## src/hdl/hts_pkg.sv

```systemverilog
package hts_pkg;

    // Defaults for the top-level parameters.
    localparam int MAX_EVENTS_DEF = 64;
    localparam int RATE_BITS_DEF  = 32;

    // Fixed field widths of the stream words.
    localparam int FIELD_W    = 32;
    localparam int INDEX_W    = 6;
    localparam int TOTAL_W    = 38;
    localparam int IN_DATA_W  = 64;
    localparam int OUT_DATA_W = 48;

    // Kind of an accepted input word, decided by the front end.
    typedef enum logic [1:0] {
        K_LOAD      = 2'd0,
        K_LOAD_LAST = 2'd1,
        K_QUERY     = 2'd2
    } hts_kind_t;

    // Status code of a result word.
    typedef enum logic [1:0] {
        ST_BUILT    = 2'd0,
        ST_SAMPLE   = 2'd1,
        ST_NO_TREE  = 2'd2,
        ST_OVERFLOW = 2'd3
    } hts_status_t;

    // One classified input word as it sits in the queue.
    typedef struct packed {
        hts_kind_t            kind;
        logic [FIELD_W-1:0]   rate;
        logic [FIELD_W-1:0]   draw;
    } hts_item_t;

    // One result word.
    typedef struct packed {
        hts_status_t          status;
        logic [INDEX_W-1:0]   index;
        logic [TOTAL_W-1:0]   total;
    } hts_result_t;

    // Back-end sequencer states.
    typedef enum logic [4:0] {
        S_IDLE,
        S_SORT_RI,
        S_SORT_SI,
        S_SORT_RJ,
        S_SORT_CJ,
        S_SORT_WR,
        S_PR_A,
        S_PR_B,
        S_PR_C,
        S_PR_W,
        S_MG_RD,
        S_MG_CMP,
        S_MG_WR,
        S_TH_INIT,
        S_TH_RD,
        S_TH_C,
        S_TH_W1,
        S_TH_W2,
        S_DONE,
        S_Q_M1,
        S_Q_M2,
        S_Q_WALK
    } hts_state_t;

endpackage

```

## src/hdl/hts_front.sv

```systemverilog
module hts_front (
    input  logic                            clk,
    input  logic                            rst_n,
    input  logic                            s_axis_tvalid,
    output logic                            s_axis_tready,
    input  logic [hts_pkg::IN_DATA_W-1:0]   s_axis_tdata,   // event_rate, uniform_draw
    input  logic                            s_axis_tlast,   // last_event
    input  logic                            s_axis_tuser,   // mode
    output logic                            item_valid,
    input  logic                            item_ready,
    output hts_pkg::hts_item_t              item
);
    import hts_pkg::*;

    hts_item_t   q_mem [2];
    logic        wp_reg, wp_next;
    logic        rp_reg, rp_next;
    logic [1:0]  cnt_reg, cnt_next;
    logic        push;
    logic        pop;
    hts_item_t   in_item;

    // Classify the incoming word.
    always_comb
    begin
        in_item.rate = s_axis_tdata[FIELD_W-1:0];
        in_item.draw = s_axis_tdata[IN_DATA_W-1:FIELD_W];
        priority if (s_axis_tuser)
        begin
            in_item.kind = K_QUERY;
        end
        else if (s_axis_tlast)
        begin
            in_item.kind = K_LOAD_LAST;
        end
        else
        begin
            in_item.kind = K_LOAD;
        end
    end

    // Two-entry queue toward the back end.
    assign s_axis_tready = (cnt_reg != 2'd2);
    assign item_valid    = (cnt_reg != 2'd0);
    assign item          = q_mem[rp_reg];
    assign push          = s_axis_tvalid && s_axis_tready;
    assign pop           = item_valid && item_ready;

    always_comb
    begin
        wp_next  = push ? ~wp_reg : wp_reg;
        rp_next  = pop ? ~rp_reg : rp_reg;
        cnt_next = cnt_reg + {1'b0, push} - {1'b0, pop};
    end

    always_ff @(posedge clk or negedge rst_n)
    begin
        if (!rst_n)
        begin
            wp_reg  <= 1'b0;
            rp_reg  <= 1'b0;
            cnt_reg <= 2'd0;
        end
        else
        begin
            wp_reg  <= wp_next;
            rp_reg  <= rp_next;
            cnt_reg <= cnt_next;
        end
    end

    always_ff @(posedge clk)
    begin
        if (push)
        begin
            q_mem[wp_reg] <= in_item;
        end
    end

endmodule

```

## config.mk

```make
export PLATFORM = sky130hd
export DESIGN_NAME = hts_front
export DESIGN_NICKNAME = d
export VERILOG_FILES = /design/src/hdl/hts_pkg.sv /design/src/hdl/hts_front.sv
export SDC_FILE = /design/constraint.sdc
export NUM_CORES = 1
export LEC_CHECK = 0
export BUFFER_PORTS_ARGS = -buffer_cell sky130_fd_sc_hd__buf_2
export CORE_MARGIN = 3
export CORE_UTILIZATION = 30
export DETAILED_ROUTE_END_ITERATION = 12
export REMOVE_ABC_BUFFERS = 1
export SLEW_MARGIN = 20
export SYNTH_ARGS = -nofsm -noshare
export SYNTH_HDL_FRONTEND = slang
export SYNTH_SLANG_ARGS = --single-unit
```

## constraint.sdc

```tcl
create_clock -name clk -period 3.87 [get_ports clk]
set_input_delay 0.774 -clock clk [delete_from_list [all_inputs] [get_ports clk]]
set_output_delay 0.774 -clock clk [all_outputs]
set_load 0.02 [all_outputs]
```

Word-level counts from Yosys, hierarchy flattened
Memory sizes are Yosys's and may differ from the RTL's.
Cells that the tools add are included.
{"block": "totals", "reg_bits": 4, "ram_bits": 132, "mem_count": 1}
{"name": "q_mem", "words": 2, "word_bits": 66, "read_ports": 1, "rd_clocked_by_memory_dff": 0, "wr": 1, "line": "hts_front.sv:15", "rtl": "hts_item_t q_mem [2];"}
{"block": "classes", "add_sub_neg": 2, "reduce_logical": 3, "n_bitwise": 2, "muxes": 4, "n_eq_ne": 1}
{"operator": "$mux 1", "count": 3}
{"operator": "$add 2x1->2", "count": 1}
{"operator": "$logic_and 1x1->1", "count": 2}
{"operator": "$mux 2", "count": 1}
{"operator": "$ne 2x2->1 const B", "count": 1}
{"operator": "$not 1->1", "count": 2}
{"operator": "$reduce_bool 2->1", "count": 1}
{"operator": "$sub 2x1->2", "count": 1}

Depth between registers and ports, before layout
{"block": "logic_depth", "depth_word": 4, "depth_mapped": 5, "ltp_nobuf": 5}

Least setup slack after synthesis
Ideal clock, no wire load.
{"block": "synth_timing", "path_type": "input -> register", "startpoint": "in s_axis_tvalid", "endpoint": "mem q_mem[0][0] (netlist bit), enable pin", "arrival_ps": 3613, "stages": 2, "setup_slack_ps": -234, "setup_ps": 490, "t_required_ps": 3380, "cell_sequence": "nand2_1 > nor2_1"}
{"block": "synth_between", "elab_chain_cells": 3}
{"item": "from (decl)", "line": "hts_front.sv:4", "rtl": "input logic s_axis_tvalid,"}
{"item": "$logic_and 1x1->1", "line": "hts_front.sv:46", "rtl": "assign push = s_axis_tvalid && s_axis_tready;"}
{"item": "$mux 1", "line": "hts_front.sv:74", "rtl": "if (push)"}
{"item": "$mux 1 (not written as such)", "line": "hts_front.sv:76", "rtl": "q_mem[wp_reg] <= in_item;"}
{"item": "to (decl)", "line": "hts_front.sv:15"}
No other way between the ends.

==> impl_metrics.csv <==
group,metric,value,unit
run_status,outcome,"complete, no violations",
detailed_routing,routed_wl,9.37,mm
detailed_routing,ant_nets,0,
synthesis,syn-instance-count,228,
pwr,power.density,804,nW/um2
final_layout,final_layout_size_suffix_gt1_share,59.8,%
sta,rsz0062_at_grt,"no",
detailed_routing,dr.first_iter.drc_count,114,
final_layout,area_growth,30.0,%
setup_path,path_class,"reg2out",
setup_path,reg2reg_depth,4,
clock_network,path_clk_slew,60,ps
grt,grt_max_degree,68,
floorplanning,core_area,16100,um2
synthesis,syn_area_per_cell,21.9,um2
detailed_routing,routedWlPerCell,15.4,um
flow_run,maxCapViolCount,0,
detailed_routing,drtPass1Iterations,4,
grt,grt_pass1_vias,2904,
sta,finClkSkew,8.42,ps
final_layout,fin_cells,607,
clock_network,cts_setup_buffers,0,
sta,finalHoldViolations,0,
sta,finalSetupViolations,0,
final_layout,final_cell_mix,"buf_2, edfxtp_1, mux2_2, clkbuf_16, clkbuf_1",
clock_network,clockBufferDepth,2,
placed_design,gp_congestion,0.679,
detailed_routing,drt-vias-per-instance,4.26,
clock_network,cts_tree,"yes",
floorplanning,ios,138,
clock_network,htree_levels,4,
setup_path,endpoint,"item[44]",
floorplanning,die-width,135,um
floorplanning,design.die.area,18200,um2
grt,grtUsageTotal,10.6,%
synthesis,yosysUniqueCellTypes,19,
pwr,peakVddDrop,315,uV
final_layout,nets,449,
sta,fin_crit_sh,73.6,%
pwr,p_total,0.00522,W
clock_network,numCtsBuffers,17,
setup_path,critPathMaxFanout,67,
pwr,leakage,2.40,nW
sta,post-route-min-period,2850,ps
detailed_routing,via_count,2586,
setup_path,arrival,2070,ps
setup_path,r2r-end,"q_mem[0][29]",
clock_network,ctsResizeCount,0,
setup_path,crit_start,"rp_reg",
synthesis,synth-seq-cells,136,
synthesis,yosys_warnings,0,
detailed_routing,drc,0,
sta,fmax,0.351,GHz
setup_path,reg2reg_from,"cnt_reg[0]",
synthesis,ys_seq_area_share,81.5,%
clock_network,root_buffer,"clkbuf_16",
grt,antenna_found_initial,0,
min_path,hp-class,"in2async",
clock_network,cts.sinks,136,
setup_path,crit_required,3100,ps
sta,relSlewSlack,35.9,%
setup_path,r2r_slack,1830,ps
clock_network,ctsHoldBuffers,0,
grt,grt_pass1_wl,14.8,mm
final_layout,mostFrequentLayoutCell,"buf_2",
setup_path,end_kind,"output port",
final_layout,antennaDiodeCount,0,
sta,drv_slew,0,
floorplanning,die_y,135,um
synthesis,syn_area,4990,um2
setup_path,start_kind,"register",
clock_network,clk_latency,400,ps
floorplanning,start_util,31.1,%
final_layout,largest_reg_flops,132,
placed_design,portBuffers,137,
placed_design,dp_hpwl,5.84,mm
placed_design,place_inst,575,
sta,worst_pin_slew,962,ps
grt,grt-ovfl-total,0,
floorplanning,floorplan.rows,46,
cells in the mapped netlist (all sizes together):
master  instances  area (um2)
edfxtp        132        3960
mux2           66         743
buf             7        42.5
dfrtp           4         100
nor2            3        11.3
xnor2           3        26.3
nand2           2        7.51
a311oi          1        15.0
and2b           1        7.51
and3            1        7.51
and4bb          1        12.5
ha              1        12.5
nand2b          1        6.26
nand3           1        5.00
nor2b           1        6.26
o21ai           1        5.00
o21ba           1        10.0
or2             1        6.26
per-stage QoR:
step / hold WS, ps / util, % / TNS [ps] / instance area (um2) / worst slack (ps)
final: 173 / 40.4 / 0 / 6490 / 1020
after global routing: 149 / 40.4 / 0 / 6490 / 891
after CTS: 145 / 40.4 / 0 / 6490 / 943
after detailed placement: 546 / 37.0 / 0 / 5940 / 1400
after global placement: 537 / 37.0 / 0 / 5940 / 1400
after floorplan: 460 / - / -15430 / 4950 / -234
per-layer routing:
| metal | GRT usage, % | vias up | share of wire, % | wire length (um) |
|---|---|---|---|---|
| met5 | 0 | - | 0 | 0 |
| met3 | 3.65 | 9 | 5.8 | 546 |
| met1 | 12.4 | 1280 | 42 | 3890 |
| met4 | 4.70 | 0 | 1.3 | 119 |
| li1 | - | 1213 | - | - |
| met2 | 17.9 | 84 | 51 | 4820 |
where the power goes:
| group | switching (W) | internal [W] |
|---|---|---|
| Combinational | 0.000858 | 0.000626 |
| Clock | 0.000557 | 0.000942 |
| Sequential | 0.000216 | 0.00202 |
worst max-delay path, stage by stage, from the launching register on:
cell and delay (ps):
dfrtp_4 1010, mux2_2 440, buf_2 170
how the worst min path moves through the flow:
stage	startpoint	slack, ps	end	cells after the start
after floorplan	wp_reg	460	wp_reg	1
after global routing	rst_n	150	cnt_reg[0]	1
after global placement	wp_reg	540	wp_reg	1
after CTS	rst_n	140	cnt_reg[0]	1
final	rst_n	170	cnt_reg[0]	1
after detailed placement	wp_reg	550	wp_reg	1
cell type report:
class                           instances  area, um2
Fill cell                            1463       9570
Sequential cell                       136       4070
Multi-Input combinational cell         85        893
Timing Repair Buffer                  138        706
Clock buffer                           23        448
Tap cell                              216        270
Clock inverter                          9        101
logic make-up after synthesis:
| kind of cell | count (synthesis) | synth area share (%) |
|---|---|---|
| adder cells (fa/ha/maj) | 1 | 0.251 |
| AO/OA/AOI/OAI | 3 | 0.602 |
| AND/OR/NAND/NOR | 12 | 1.40 |
| flip-flops | 136 | 81.5 |
| buffers and inverters | 7 | 0.853 |
| XOR/XNOR | 3 | 0.527 |
| multiplexers | 66 | 14.9 |
Note: power is estimated with default switching activity, not from simulation.
